<file path="src/design/swhc_queue.sv">
// Two-entry queue between the front end and the back end.
`default_nettype none

module swhc_queue #(
  parameter int WIDTH = 8
) (
  input  wire logic             clk,
  input  wire logic             rst_n,
  input  wire logic             push_valid,
  output logic                  push_ready,
  input  wire logic [WIDTH-1:0] push_data,
  output logic                  pop_valid,
  input  wire logic             pop_ready,
  output logic      [WIDTH-1:0] pop_data,
  output logic      [1:0]       level
);

  logic [WIDTH-1:0] ent_r [2];
  logic             wr_ptr_r;
  logic             rd_ptr_r;
  logic [1:0]       cnt_r;
  logic             do_push;
  logic             do_pop;

  assign push_ready = (cnt_r != 2'd2);
  assign pop_valid  = (cnt_r != 2'd0);
  assign do_push    = push_valid && push_ready;
  assign do_pop     = pop_valid && pop_ready;
  assign pop_data   = ent_r[rd_ptr_r];
  assign level      = cnt_r;

  always_ff @(posedge clk) begin
    if (!rst_n) begin
      wr_ptr_r <= 1'b0;
      rd_ptr_r <= 1'b0;
      cnt_r    <= 2'd0;
    end else begin
      if (do_push) begin
        wr_ptr_r <= !wr_ptr_r;
      end
      if (do_pop) begin
        rd_ptr_r <= !rd_ptr_r;
      end
      cnt_r <= cnt_r + {1'b0, do_push} - {1'b0, do_pop};
    end
  end

  always_ff @(posedge clk) begin
    if (do_push) begin
      ent_r[wr_ptr_r] <= push_data;
    end
  end

endmodule

`default_nettype wire

</file>
<file path="config.mk">
export PLATFORM = sky130hd
export DESIGN_NAME = swhc_queue
export DESIGN_NICKNAME = d
export VERILOG_FILES = /design/src/design/swhc_queue.sv
export SDC_FILE = /design/constraint.sdc
export NUM_CORES = 1
export LEC_CHECK = 0
export ABC_AREA = 0
export CORE_MARGIN = 4
export CORE_UTILIZATION = 58
export DETAILED_ROUTE_END_ITERATION = 6
export DONT_BUFFER_PORTS = 1
export PLACE_DENSITY = 0.74
export SLEW_MARGIN = 10
export SYNTH_ARGS = -nofsm -noshare
export SYNTH_HDL_FRONTEND = slang
export SYNTH_SLANG_ARGS = --single-unit
export TNS_END_PERCENT = 5
</file>
<file path="constraint.sdc">
create_clock -name clk -period 1.8 [get_ports clk]
set_input_delay 0.09 -clock clk [delete_from_list [all_inputs] [get_ports clk]]
set_output_delay 0.09 -clock clk [all_outputs]
set_load 0.1 [all_outputs]
</file>
==> run_results.csv <==
group,metric,value,unit
status,status,"finished, final reports clean",
run,maxCapViolations,0,
timing,setup_viol_count_final,0,
synthesis,synthAdderAreaFrac,1.50,%
synthesis,synth_edf_count,16,
synthesis,synth_mux_area_share,10.8,%
clock_tree,root_buffer,"clkbuf_4",
synthesis,synth.yosys.seq_area_share,69.5,%
critical_path,crit_arrival,1.56,ns
synthesis,yosys_warnings,0,
global_route,track_usage,21.0,%
critical_path,startpoint_type,"register",
synthesis,synth_ff_type,"edfxtp_1",
floorplanning,rows,13,
synthesis,synth_seq_cells,21,
placement,dp_cells,72,
cells_and_area,drive_gt1_share,27.8,%
floorplanning,core_area,1330,sq um
synthesis,async_flop_share,0,%
clock_tree,cts_tree,"done",
synthesis,synth.top_cells.by_count,"16 x edfxtp_1, 8 x mux2_2, 5 x dfxtp_1, 4 x nor2_1",
synthesis,yosys.area.top_type,"edfxtp_1",
power_and_ir_drop,peakVddDrop,974,uV
synthesis,synth_cell_types,23,
clock_tree,cts_max_level,1,
routing,wire_per_inst,22.1,microns
timing,finClkSkew,0.00681,ns
synthesis,synth_compound_area_share,5.24,%
floorplanning,die_x,46.0,microns
global_route,grt_pass1_vias,610,
placement,place_hpwl,1050,microns
timing,finalWorstSetupSlack,0.152,ns
routing,via_per_inst,6.36,
critical_path,cp_max_fo,5,
placement,pre_cts_ws,0.411,ns
placement,gp_congestion,0.628,
global_route,overflow,0,
routing,dr.pass1.iters,4,
cells_and_area,nFillCells,72,
placement,io_buffer_count,0,
routing,ant_nets,0,
timing,worst_slew_pin_slew,0.536,ns
global_route,antenna_found_initial,0,
floorplanning,num_io_pins,24,
floorplanning,fp.dieH,46.0,microns
timing,fin_crit_sh,91.5,%
critical_path,critical_path_required,1.71,ns
timing,report.final.slew_viol_count,0,
timing,slew_headroom,64.4,%
routing,drc,0,
routing,num_vias,553,
clock_tree,numCtsBuffers,3,
floorplanning,initial_core_util,62.7,%
synthesis,avgSynthCellArea,15.2,sq um
timing,hold_violations,0,
timing,clock.fmax,0.607,GHz
clock_tree,cts_sinks,21,
cells_and_area,final_util,76.5,%
routing,wl,1920,microns
synthesis,synth_xor_area_share,1.05,%
timing,period_needed,1.65,ns
critical_path,worstSetupEndpointType,"output pin",
routing,dr.first_iter.drc_count,30,
cells_and_area,syn2layout_area_growth,22.2,%
hold_path,hold_path_class,"in2reg",
clock_tree,clockBufferDepth,2,
cells_and_area,nets,86,
critical_path,setup.worst_path.class,"reg2out",
global_route,grt_pass1_wl,2880,microns
clock_tree,worst_skew_pair.late_latency,0.30,ns
global_route,grt_max_degree,12,
timing,setup_tns,0,ns
cells_and_area,fin_cells,87,
synthesis,yosysMostFrequentCell,"edfxtp_1",
power_and_ir_drop,powerDensity,1670,nW/um^2
synthesis,synthTopCellsByArea,"edfxtp_1 57%, dfxtp_1 12%, mux2_2 11%",
clock_tree,clk_pin_slew,0.10,ns
synthesis,synth.cell_area,836,sq um
floorplanning,die-area,2110,sq um
synthesis,syn_nets,68,
power_and_ir_drop,p_leak,0.380,nW
synthesis,yosys.area_share.simple,10.5,%
synthesis,synth_top_family_by_area,"multiplexers",
synthesis,synthCells,55,
power_and_ir_drop,power,1.71,mW
cells_and_area,num_antenna_cells,0,
synthesis,synth_top_area_share,57.5,%
timing,rsz0062_at_grt,"false",
[timing repair]
item,4_1_cts,5_1_grt
hold endpoints to repair,21,1
hold buffers,10,1
setup buffers,0,0
gates resized for setup,0,0
[worst max-delay path, cell delays in order, from the launching register on]
cell	delay (ns)
dfxtp_2	0.41
buf_4	0.33
or2_2	0.51
[cell type report]
cell class	count	area, sq um	share of cell area [%]
clock buffer	4	26.3	2.57
sequential	21	586	57.4
timing repair buffer	14	133	13.0
inverter	2	7.51	0.735
multi-input combinational	31	250	24.5
tap	15	18.8	1.84
[cells in the final DEF, fill, tap and decap left out, types with 2 or more instances in the layout]
master / netlist / layout
dlygate4sd3_1: 0 / 11
nor2_1: 4 / 4
mux2_2: 8 / 8
buf_4: 0 / 3
and3_1: 2 / 2
inv_1: 2 / 2
clkbuf_4: 0 / 3
o21ai_0: 2 / 2
dfxtp_1: 5 / 3
edfxtp_1: 16 / 16
[cells by family after synthesis]
| logic type | count (synthesis) |
|---|---|
| XOR/XNOR | 1 |
| AND/OR/NAND/NOR | 15 |
| buffers and inverters | 3 |
| AO/OA/AOI/OAI | 6 |
| multiplexers | 8 |
| adder cells (fa/ha/maj) | 1 |
| flip-flops | 21 |
[flip-flops by register name, summed over array words and instances (netlist names), named ones only]
register  count
level         2
wr_ptr_r      1
rd_ptr_r      1
ent_r        16
[metrics by stage]
stage	hold WS (ns)	cell area [sq um]
6_report	0.0980	1020
5_1_grt	0.116	1020
4_1_cts	0.00999	1010
3_5_place_dp	0.189	885
3_3_place_gp	0.189	885
2_1_floorplan	0.189	848
[report_power, final]
part	internal [mW]	leakage [nW]	total, mW	switching, mW
clock	0.0864	0.0150	0.223	0.137
combinational	0.159	0.173	0.825	0.666
sequential	0.599	0.192	0.661	0.0623
total	0.844	0.380	1.71	0.865
[metal layers]
| metal | wire length, microns | GRT usage [%] | part of all wire [%] | vias to the layer above |
|---|---|---|---|---|
| li1 | - | - | - | 238 |
| met1 | 603 | 20.3 | 31 | 262 |
| met2 | 1050 | 35.4 | 55 | 44 |
| met3 | 189 | 7.11 | 9.8 | 9 |
| met4 | 75 | 16.5 | 3.9 | 0 |
| met5 | 0 | 0 | 0 | - |
[final timing paths]
| path | start | end | slack [ns] | cells after the start |
|---|---|---|---|---|
| max | level[1] | pop_valid | 0.15 | 2 |
| min | pop_ready | register | 0.1 | 3 |
| max reg2reg | level[1] | level[1] | 0.22 | 6 |
| min reg2reg | rd_ptr_r | register | 0.55 | 2 |
Note: power is estimated with default switching activity, not from simulation.
