## src/design/swhc_pkg.sv

```systemverilog
// Shared types and constants for the sliding-window hit counter.
`default_nettype none

package swhc_pkg;

  localparam int BUCKETS_DEF = 512;
  localparam int TS_W        = 31;
  localparam int HITS_W      = 32;
  localparam int WIN_W       = 10;
  localparam int CFG_AW      = 3;
  localparam int CFG_DW      = 32;

  localparam logic [WIN_W-1:0] WINDOW_RESET = 10'd300;

  // Register index bit of the configuration address
  localparam logic REG_WINDOW = 1'b0;

  localparam logic CMD_HIT   = 1'b0;
  localparam logic CMD_QUERY = 1'b1;

  typedef struct packed {
    logic              vld;
    logic [TS_W-1:0]   tstamp;
    logic [HITS_W-1:0] hits;
  } bucket_t;

  typedef struct packed {
    logic clearing;
    logic idle;
  } back_stat_t;

endpackage

`default_nettype wire

```

## src/design/swhc_front.sv

```systemverilog
// Front end: accepts transactions and computes each timestamp's ring slot.
`default_nettype none

module swhc_front
  import swhc_pkg::*;
#(
  parameter int BUCKETS = BUCKETS_DEF
) (
  input  wire logic                       clk,
  input  wire logic                       rst_n,
  input  wire logic                       hold,
  input  wire logic                       in_valid,
  output logic                            in_ready,
  input  wire logic                       in_cmd,
  input  wire logic [TS_W-1:0]            in_timestamp,
  output logic                            push_valid,
  input  wire logic                       push_ready,
  output logic                            push_cmd,
  output logic      [TS_W-1:0]            push_ts,
  output logic      [$clog2(BUCKETS)-1:0] push_slot
);

  localparam int AW     = $clog2(BUCKETS);
  localparam int RW     = AW + 1;
  localparam int K      = TS_W + AW;
  localparam int PW     = TS_W + 32;
  localparam logic [63:0] RECIP64 = (64'd1 << K) / BUCKETS;
  localparam logic [31:0] RECIP   = RECIP64[31:0];

  logic            s1_v_r;
  logic            s1_cmd_r;
  logic [TS_W-1:0] s1_ts_r;
  logic [PW-1:0]   s1_prod_r;
  logic            s2_v_r;
  logic            s2_cmd_r;
  logic [TS_W-1:0] s2_ts_r;
  logic [RW-1:0]   s2_rem_r;

  logic            s2_adv;
  logic            s1_open;
  logic [PW-1:0]   in_prod;
  logic [TS_W-1:0] s1_quot;
  logic [RW-1:0]   s1_qb;

  // Quotient estimate is low by at most one, so the remainder stays below 2*BUCKETS
  assign in_prod = PW'(in_timestamp) * PW'(RECIP);
  assign s1_quot = TS_W'(s1_prod_r >> K);
  assign s1_qb   = RW'(s1_quot) * RW'(BUCKETS);

  assign s2_adv   = !s2_v_r || push_ready;
  assign s1_open  = !s1_v_r || s2_adv;
  assign in_ready = s1_open && !hold;

  always_ff @(posedge clk) begin
    if (!rst_n) begin
      s1_v_r <= 1'b0;
      s2_v_r <= 1'b0;
    end else begin
      if (s1_open) begin
        s1_v_r <= in_valid && in_ready;
      end
      if (s2_adv) begin
        s2_v_r <= s1_v_r;
      end
    end
  end

  always_ff @(posedge clk) begin
    if (s1_open) begin
      s1_cmd_r  <= in_cmd;
      s1_ts_r   <= in_timestamp;
      s1_prod_r <= in_prod;
    end
    if (s2_adv) begin
      s2_cmd_r <= s1_cmd_r;
      s2_ts_r  <= s1_ts_r;
      s2_rem_r <= RW'(s1_ts_r) - s1_qb;
    end
  end

  assign push_valid = s2_v_r;
  assign push_cmd   = s2_cmd_r;
  assign push_ts    = s2_ts_r;
  assign push_slot  = (s2_rem_r >= RW'(BUCKETS)) ? AW'(s2_rem_r - RW'(BUCKETS))
                                                 : AW'(s2_rem_r);

endmodule

`default_nettype wire

```

## config.mk

```make
export PLATFORM = sky130hd
export DESIGN_NAME = swhc_front
export DESIGN_NICKNAME = d
export VERILOG_FILES = /design/src/design/swhc_pkg.sv /design/src/design/swhc_front.sv
export SDC_FILE = /design/constraint.sdc
export NUM_CORES = 1
export LEC_CHECK = 0
export BUFFER_PORTS_ARGS = -buffer_cell sky130_fd_sc_hd__buf_2
export CAP_MARGIN = 0
export CORE_ASPECT_RATIO = 1.4
export CORE_UTILIZATION = 40
export CTS_CLUSTER_SIZE = 8
export DETAILED_ROUTE_END_ITERATION = 6
export GPL_ROUTABILITY_DRIVEN = 0
export PLACE_DENSITY = 0.7
export SLEW_MARGIN = 20
export SYNTH_ARGS = -nofsm -noshare
export SYNTH_HDL_FRONTEND = slang
export SYNTH_SLANG_ARGS = --single-unit
```

## constraint.sdc

```tcl
create_clock -name clk -period 1.8 [get_ports clk]
set_clock_uncertainty 0.1 [all_clocks]
set_input_delay 0 -clock clk [delete_from_list [all_inputs] [get_ports clk]]
set_output_delay 0 -clock clk [all_outputs]
set_load 0.01 [all_outputs]
```

==> results of run 1 <==
-- sequential cells by signal, indices dropped and copies added (netlist names) --
| name | count |
|---|---|
| push_ts | 31 |
| push_cmd | 1 |
| s1_cmd_r | 1 |
| s1_ts_r | 31 |
| push_valid | 1 |
| s1_v_r | 1 |
-- path summary, 6_finish.rpt --
path                   start  depth (start not counted)         end
setup / recovery  push_valid                          3  push_valid
hold / removal          hold                          3    in_ready
setup reg to reg  push_valid                          3  push_valid
hold reg to reg     s1_cmd_r                          0    push_cmd
-- layout make-up --
type                       instances  area, sq um  share of cell area, %
inverter                           1         3.75                  0.120
sequential                        66         1960                   62.8
multi-input combinational          6         60.1                   1.92
timing repair buffer             116          776                   24.8
tap                               64         80.1                   2.56
clock inverter                     7          118                   3.77
clock buffer                       9          124                   3.97
-- per-layer routing --
metal / track usage, % / vias to the layer above
li1: - / 546
met2: 27.8 / 45
met4: 9.09 / 0
met5: 0 / -
met3: 5.21 / 4
met1: 13.6 / 548
-- kinds of logic after synthesis --
family          after synthesis  synth area share (%)
flops                        66                  93.7
buf+inv                      10                  3.41
simple gates                  3                  1.91
compound gates                3                 0.956
-- cell usage in the layout, fill, tap and decap left out --
cell type / n
a21oi_1: 1
inv_1: 1
a21boi_1: 1
clkinvlp_4: 2
nand3b_4: 1
dfxtp_1: 2
clkbuf_8: 9
edfxtp_1: 64
bufinv_16: 3
clkinv_4: 1
nor2b_4: 1
nand2b_1: 1
dlygate4sd3_1: 36
clkinv_1: 1
buf_12: 1
buf_2: 79
o21a_1: 1
-- worst register-to-register path, stage by stage (launching register included) --
cell,delay [ps]
dfxtp_1,340
nor2b_4,140
o21a_1,160
dlygate4sd3_1,540
-- synth_stat cells --
master | n | share of area [%]
edfxtp_1 | 64 | 92
buf_4 | 9 | 3.2
dfxtp_1 | 2 | 1.9
a21boi_1 | 1 | 0.36
a21oi_1 | 1 | 0.24
inv_1 | 1 | 0.18
nand2b_1 | 1 | 0.30
nand3b_4 | 1 | 0.96
nor2b_4 | 1 | 0.66
o21a_1 | 1 | 0.36
-- power groups by stage --
stage / logic (mW) / registers [mW] / clock network (mW)
after floorplan: 0.0354 / 1.86 / 0
after global placement: 0.145 / 1.83 / 0
after detailed placement: 0.147 / 1.83 / 0
after CTS: 0.208 / 1.80 / 1.47
after global routing: 0.223 / 1.81 / 1.53
final: 0.209 / 1.80 / 1.45
-- repair_timing --
item,CTS,global route
endpoints found under the hold margin,34,0
hold buffers,36,0
setup buffers,0,0
-- metrics by stage --
stage / std cells / hold slack [ps]
3_5_place_dp: 217 / 78.1
2_1_floorplan: 82 / -55.9
6_report: 269 / 152
4_1_cts: 269 / 147
5_1_grt: 269 / 180
3_3_place_gp: 217 / 79.5
==> flow_metrics.env, run 1 <==
export IMPL_pwr_share_seq_pct=52.1
export IMPL_slew_violations=0
export IMPL_insertion_delay_ps=330
export IMPL_die_h_microns=87.6
export IMPL_remaining_drc_errors=0
export IMPL_clock_sinks=66
export IMPL_die_w_microns=63.1
export IMPL_drtIter0Drc=40
export IMPL_die_area_sq_um=5530
export IMPL_clk_pin_slew_ps=70
export IMPL_path_class="register to register"
export IMPL_cp_top_family="buffers and inverters"
export IMPL_p_sw_mw=0.644
export IMPL_fin_crit_ps=1390
export IMPL_cts_tree="done"
export IMPL_wl_met3_microns=176
export IMPL_vdd_ir_drop_worst_mv=0.700
export IMPL_avgViaCountPerCell=4.25
export IMPL_status="finished, final reports clean"
export IMPL_synth_seq_area_share_pct=93.7
export IMPL_grt_usage_pct=14.9
export IMPL_fin_crit_sh_pct=77.3
export IMPL_finalSetupViolCount=0
export IMPL_worstHoldPathType="input pin to output pin"
export IMPL_dr_wl_met2_microns=2200
export IMPL_power_density_nw_per_um2=1110
export IMPL_hold_viol=0
export IMPL_synth_cell_type_count=10
export IMPL_area_growth_pct=49.2
export IMPL_slew_headroom_pct=68.1
export IMPL_rows=30
export IMPL_cp_cell_sequence="nor2b_4, o21a_1, dlygate4sd3_1"
export IMPL_synth_nets=119
export IMPL_nNetsFinal=237
export IMPL_slowest_stage="dlygate4sd3_1"
export IMPL_ys_ff_latch=66
export IMPL_fillCellCount=381
export IMPL_postCtsResizedCells=0
export IMPL_maxCapViolCount=0
export IMPL_io_buffers=79
export IMPL_power_mw=3.46
export IMPL_htree_levels=3
export IMPL_fin_util_pct=63.0
export IMPL_yosysWarnings=0
export IMPL_drive_gt1_share_pct=47.3
export IMPL_vias=1143
export IMPL_met1_length_microns=1280
export IMPL_clockPowerShare_pct=41.9
export IMPL_finalInstanceArea_sq_um=3120
export IMPL_antenna_left=0
export IMPL_fin_ws_ps=409
export IMPL_cp_end_kind="register"
export IMPL_setup_tns_ps=0
export IMPL_routedWlPerCell_microns=13.8
export IMPL_leakagePower_nw=1.32
export IMPL_cts_root_buf="clkbuf_8"
export IMPL_pre_cts_ws_ps=512
export IMPL_critPathLaunchType="register"
export IMPL_cts_buffer_depth=2
export IMPL_cpPeakStageDelay_ps=540
export IMPL_avgSynthCellArea_sq_um=25.5
export IMPL_worstPathRequired_ps=1910
export IMPL_grt_pass1_vias=1192
export IMPL_antenna_found_initial=0
export IMPL_placed_cell_area_sq_um=2520
export IMPL_core_area_sq_um=4950
export IMPL_power_switching_share_pct=18.6
export IMPL_grt_pass1_wl_microns=5640
export IMPL_netlist_area_sq_um=2090
export IMPL_synthCells=82
export IMPL_numCtsBuffers=9
export IMPL_p_comb_share_pct=6.0
export IMPL_crit_arrival_ps=1500
export IMPL_rsz0062_at_grt="false"
export IMPL_drtPass1Iterations=4
export IMPL_fmax_mhz=719
export IMPL_globalRoute_totalOverflow=0
export IMPL_diodes=0
export IMPL_intPower_mw=2.81
export IMPL_path_buf_inv=1
export IMPL_wl_microns=3710
export IMPL_ioPinCount=80
export IMPL_worstPathMaxFanout=3
export IMPL_routed_top_layer="met4"
export IMPL_worstMarginPinSlew_ps=479
export IMPL_reg2reg_setup_slack_ps=410
export IMPL_grt_max_degree=34
export IMPL_initial_utilization_pct=42.2
(Power assumes the default switching activity.)
==> run 2, diff against run 1 <==
==> constraint.sdc (replaced) <==
create_clock -name clk -period 1.4 [get_ports clk]
set_clock_uncertainty 0.1 [all_clocks]
set_input_delay 0 -clock clk [delete_from_list [all_inputs] [get_ports clk]]
set_output_delay 0 -clock clk [all_outputs]
set_load 0.01 [all_outputs]
==> run 2 against run 1 <==
Total power up 22%; flip-flop and latch count is the same; register-to-register slack worse by 220 ps; combinational power up 28%; clock power is 14% higher; global-route usage down 1.2 points; largest cell class unchanged; setup slack got worse by 230 ps; sequential share of layout area grew 0.32 points.
==> flow_metrics.env, run 2 (synthesized netlist as in run 1, its figures left out) <==
export IMPL_status="finished, final reports clean"
export IMPL_fmax_mhz=818
export IMPL_remaining_drc_errors=0
export IMPL_hold_viol=0
export IMPL_setup_tns_ps=0
export IMPL_globalRoute_totalOverflow=0
export IMPL_numCtsBuffers=9
export IMPL_grt_pass1_wl_microns=5090
export IMPL_avgViaCountPerCell=4.23
export IMPL_routedWlPerCell_microns=13.1
export IMPL_cts_root_buf="clkbuf_8"
export IMPL_cp_cell_sequence="dlygate4sd3_1, buf_2, nand2b_1, dlygate4sd3_1, a21boi_1"
export IMPL_insertion_delay_ps=330
export IMPL_fin_ws_ps=177
export IMPL_drtIter0Drc=25
export IMPL_path_buf_inv=3
export IMPL_worstHoldPathType="input pin to output pin"
export IMPL_io_buffers=79
export IMPL_power_density_nw_per_um2=1360
export IMPL_cts_tree="done"
export IMPL_ioPinCount=80
export IMPL_wl_microns=3540
export IMPL_placed_cell_area_sq_um=2540
export IMPL_final_cell_mix="79 x buf_2, 64 x edfxtp_1, 36 x dlygate4sd3_1"
export IMPL_cp_end_kind="register"
export IMPL_worstPathRequired_ps=1560
export IMPL_grt_pass1_vias=1136
export IMPL_grt_max_degree=33
export IMPL_worstMarginPinSlew_ps=253
export IMPL_vdd_ir_drop_worst_mv=0.766
export IMPL_die_w_microns=63.1
export IMPL_finalInstanceArea_sq_um=3110
export IMPL_slew_violations=0
export IMPL_fin_crit_sh_pct=87.4
export IMPL_leakagePower_nw=1.32
export IMPL_die_h_microns=87.6
export IMPL_cp_depth=5
export IMPL_clk_pin_slew_ps=70
export IMPL_pre_cts_ws_ps=213
export IMPL_rows=30
export IMPL_slew_headroom_pct=83.2
export IMPL_final_common_cell="buf_2"
export IMPL_cp_top_family="buffers and inverters"
export IMPL_nNetsFinal=239
export IMPL_finalSetupViolCount=0
export IMPL_ff2ff_path_depth=3
export IMPL_drive_gt1_share_pct=48.3
export IMPL_rsz0062_at_grt="false"
export IMPL_path_common_cell="dlygate4sd3_1"
export IMPL_whs_path_depth=3
export IMPL_antenna_left=0
export IMPL_diodes=0
export IMPL_critPathLaunchType="input pin"
export IMPL_antenna_found_initial=0
export IMPL_initial_utilization_pct=42.2
export IMPL_die_area_sq_um=5530
export IMPL_clock_sinks=66
export IMPL_vias=1147
export IMPL_path_class="input pin to register"
export IMPL_htree_levels=3
export IMPL_drtPass1Iterations=4
export IMPL_cts_buffer_depth=2
export IMPL_crit_arrival_ps=1380
export IMPL_power_mw=4.23
export IMPL_grt_usage_pct=13.7
export IMPL_maxCapViolCount=0
export IMPL_worstPathMaxFanout=1
export IMPL_area_growth_pct=48.7
export IMPL_fin_util_pct=62.8
export IMPL_cpPeakStageDelay_ps=550
export IMPL_core_area_sq_um=4950
export IMPL_fin_crit_ps=1220
export IMPL_slowest_stage="dlygate4sd3_1"
## run 2: worst register-to-register path: cells and delay by family (launching register included)
kind	cells	cell delay [ps]
DFF	1	370
and+or+nand+nor	1	190
buffers and inverters	2	300
## run 2: power by group
part | switching [mW] | total (mW) | internal [mW]
registers | 0.0314 | 2.31 | 2.28
clock network | 0.658 | 1.65 | 0.990
logic | 0.109 | 0.268 | 0.158
total | 0.799 | 4.23 | 3.43
## run 2: through the flow
step | cells | hold slack [ps]
finish | 271 | 159
global route | 271 | 168
CTS | 271 | 153
detailed placement | 219 | 78.1
global placement | 219 | 76.1
floorplan | 82 | -55.9
## run 2: worst paths after layout
| path | start | endpoint | slack, ps |
|---|---|---|---|
| max | in_valid | s1_v_r | 180 |
| min | hold | in_ready | 160 |
| max reg2reg | push_valid | push_ts[29] | 190 |
| min reg2reg | s1_ts_r[26] | push_ts[26] | 320 |
## run 2: timing repair
| action | CTS | global route |
|---|---|---|
| buffers inserted | 0 | 0 |
| setup endpoints to repair | 0 | 0 |
| hold endpoints to repair | 34 | 0 |
| resized for setup | 0 | 0 |
| hold buffers | 36 | 0 |
## run 2: layer usage
layer	up-vias	GRT usage (%)	routed length, microns
li1	547	-	-
met1	528	11.9	1190
met2	57	24.2	2020
met3	15	5.47	198
met4	0	11.6	133
met5	-	0	0
## run 2: cell type report
| cell class | count | area, sq um |
|---|---|---|
| clock buffer | 10 | 128 |
| clock inverter | 6 | 81.3 |
| fill | 368 | 1840 |
| inverter | 1 | 7.51 |
| multi-input combinational | 6 | 60.1 |
| sequential | 66 | 1970 |
| tap | 64 | 80.1 |
| timing repair buffer | 118 | 791 |
==> run 3, diff against run 2 <==
--- a/config.mk
+++ b/config.mk
@@ -12,7 +12,7 @@
 export CTS_CLUSTER_SIZE = 8
 export DETAILED_ROUTE_END_ITERATION = 6
 export GPL_ROUTABILITY_DRIVEN = 0
-export PLACE_DENSITY = 0.7
+export PLACE_DENSITY = 0.67
 export SLEW_MARGIN = 20
 export SYNTH_ARGS = -nofsm -noshare
 export SYNTH_HDL_FRONTEND = slang
==> run 3 against run 2 <==
First-iteration DRC count down 52%; die area unchanged; utilization up 0.10 points; cell count down 0.37%.
==> flow_metrics.env, run 3 (synthesized netlist as in run 1, its figures left out) <==
export IMPL_crit_arrival_ps=1390
export IMPL_worstPathMaxFanout=1
export IMPL_critPathLaunchType="input pin"
export IMPL_grt_util_met3_pct=5.47
export IMPL_clock_sinks=66
export IMPL_power_mw=4.23
export IMPL_grt_busiest_layer="met2"
export IMPL_antenna_found_initial=0
export IMPL_met2_usage_pct=24.0
export IMPL_pwr_share_seq_pct=54.7
export IMPL_use_met1_pct=12.0
export IMPL_die_w_microns=63.1
export IMPL_routedWlPerCell_microns=12.9
export IMPL_cts_tree="done"
export IMPL_fmax_mhz=815
export IMPL_finalSetupViolCount=0
export IMPL_power_switching_share_pct=18.9
export IMPL_p_sw_mw=0.798
export IMPL_grt_max_degree=33
export IMPL_worstMarginPinSlew_ps=171
export IMPL_area_growth_pct=49.0
export IMPL_drtIter0Drc=12
export IMPL_diodes=0
export IMPL_fillCellCount=377
export IMPL_leakagePower_nw=1.32
export IMPL_final_cell_mix="79 x buf_2, 64 x edfxtp_1, 36 x dlygate4sd3_1"
export IMPL_remaining_drc_errors=0
export IMPL_wl_microns=3490
export IMPL_rows=30
export IMPL_insertion_delay_ps=330
export IMPL_setup_tns_ps=0
export IMPL_die_h_microns=87.6
export IMPL_clockPowerShare_pct=39.0
export IMPL_power_density_nw_per_um2=1360
export IMPL_core_area_sq_um=4950
export IMPL_slew_violations=0
export IMPL_path_class="input pin to register"
export IMPL_status="finished, final reports clean"
export IMPL_io_buffers=79
export IMPL_finalInstanceArea_sq_um=3120
export IMPL_cts_root_buf="clkbuf_8"
export IMPL_grt_pass1_wl_microns=5200
export IMPL_cp_end_kind="register"
export IMPL_grt_usage_pct=13.7
export IMPL_fin_crit_ps=1230
export IMPL_cts_setup_buffers=0
export IMPL_vias=1149
export IMPL_hold_viol=0
export IMPL_pre_cts_ws_ps=215
export IMPL_postCtsResizedCells=0
export IMPL_drive_gt1_share_pct=48.1
export IMPL_fin_util_pct=62.9
export IMPL_intPower_mw=3.43
export IMPL_instances_no_fill=270
export IMPL_clk_pin_slew_ps=60
export IMPL_nNetsFinal=238
export IMPL_cts_buffer_depth=2
export IMPL_holdWs_ps=150
export IMPL_placed_cell_area_sq_um=2550
export IMPL_die_area_sq_um=5530
export IMPL_final_common_cell="buf_2"
export IMPL_drtPass1Iterations=4
export IMPL_worstHoldPathType="input pin to output pin"
export IMPL_fin_crit_sh_pct=87.6
export IMPL_maxCapViolCount=0
export IMPL_dpl_cell_count=218
export IMPL_initial_utilization_pct=42.2
export IMPL_vdd_ir_drop_worst_mv=0.895
export IMPL_antenna_left=0
export IMPL_rsz0062_at_grt="false"
export IMPL_p_comb_share_pct=6.3
export IMPL_htree_levels=3
export IMPL_numCtsBuffers=9
export IMPL_avgViaCountPerCell=4.26
export IMPL_grt_pass1_vias=1198
export IMPL_globalRoute_totalOverflow=0
export IMPL_ioPinCount=80
export IMPL_slew_headroom_pct=88.6
export IMPL_fin_ws_ps=173
export IMPL_worstPathRequired_ps=1560
-- run 3: final cells by class --
cell class	count	area, sq um	share of cell area [%]
Multi-Input combinational cell	6	60.1	1.93
Inverter	1	7.51	0.241
Timing Repair Buffer	117	796	25.5
Clock inverter	6	81.3	2.61
Clock buffer	10	128	4.09
Sequential cell	66	1970	63.0
Tap cell	64	80.1	2.57
-- run 3: path summary, 6_finish.rpt --
path / startpoint / endpoint / slack (ps) / cells after the start
setup / recovery: in_valid / s1_v_r / 170 / 5
hold reg to reg: s1_ts_r[25] / push_ts[25] / 320 / 0
setup reg to reg: push_valid / push_cmd / 210 / 3
hold / removal: hold / in_ready / 150 / 3
-- run 3: timing repair --
action,CTS,global route
hold buffers,36,0
endpoints found under the hold margin,34,0
endpoints found under the setup margin,0,0
-- run 3: power groups by stage --
stage / clock (mW) / combinational (mW) / sequential (mW)
2_1_floorplan: 0 / 0.0461 / 2.39
3_3_place_gp: 0 / 0.187 / 2.35
3_5_place_dp: 0 / 0.189 / 2.36
4_1_cts: 1.67 / 0.268 / 2.31
5_1_grt: 1.76 / 0.286 / 2.32
6_report: 1.65 / 0.268 / 2.31
-- run 3: critical path: stages --
cell,delay [ps]
dlygate4sd3_1,540
buf_2,100
nand2b_1,50
dlygate4sd3_1,560
a21boi_1,140
-- run 3: per-layer routing --
| layer | share of wire (%) | up-vias |
|---|---|---|
| met5 | 0 | - |
| met4 | 5.2 | 0 |
| met3 | 4.9 | 17 |
| met2 | 56 | 54 |
| met1 | 34 | 527 |
| li1 | - | 551 |
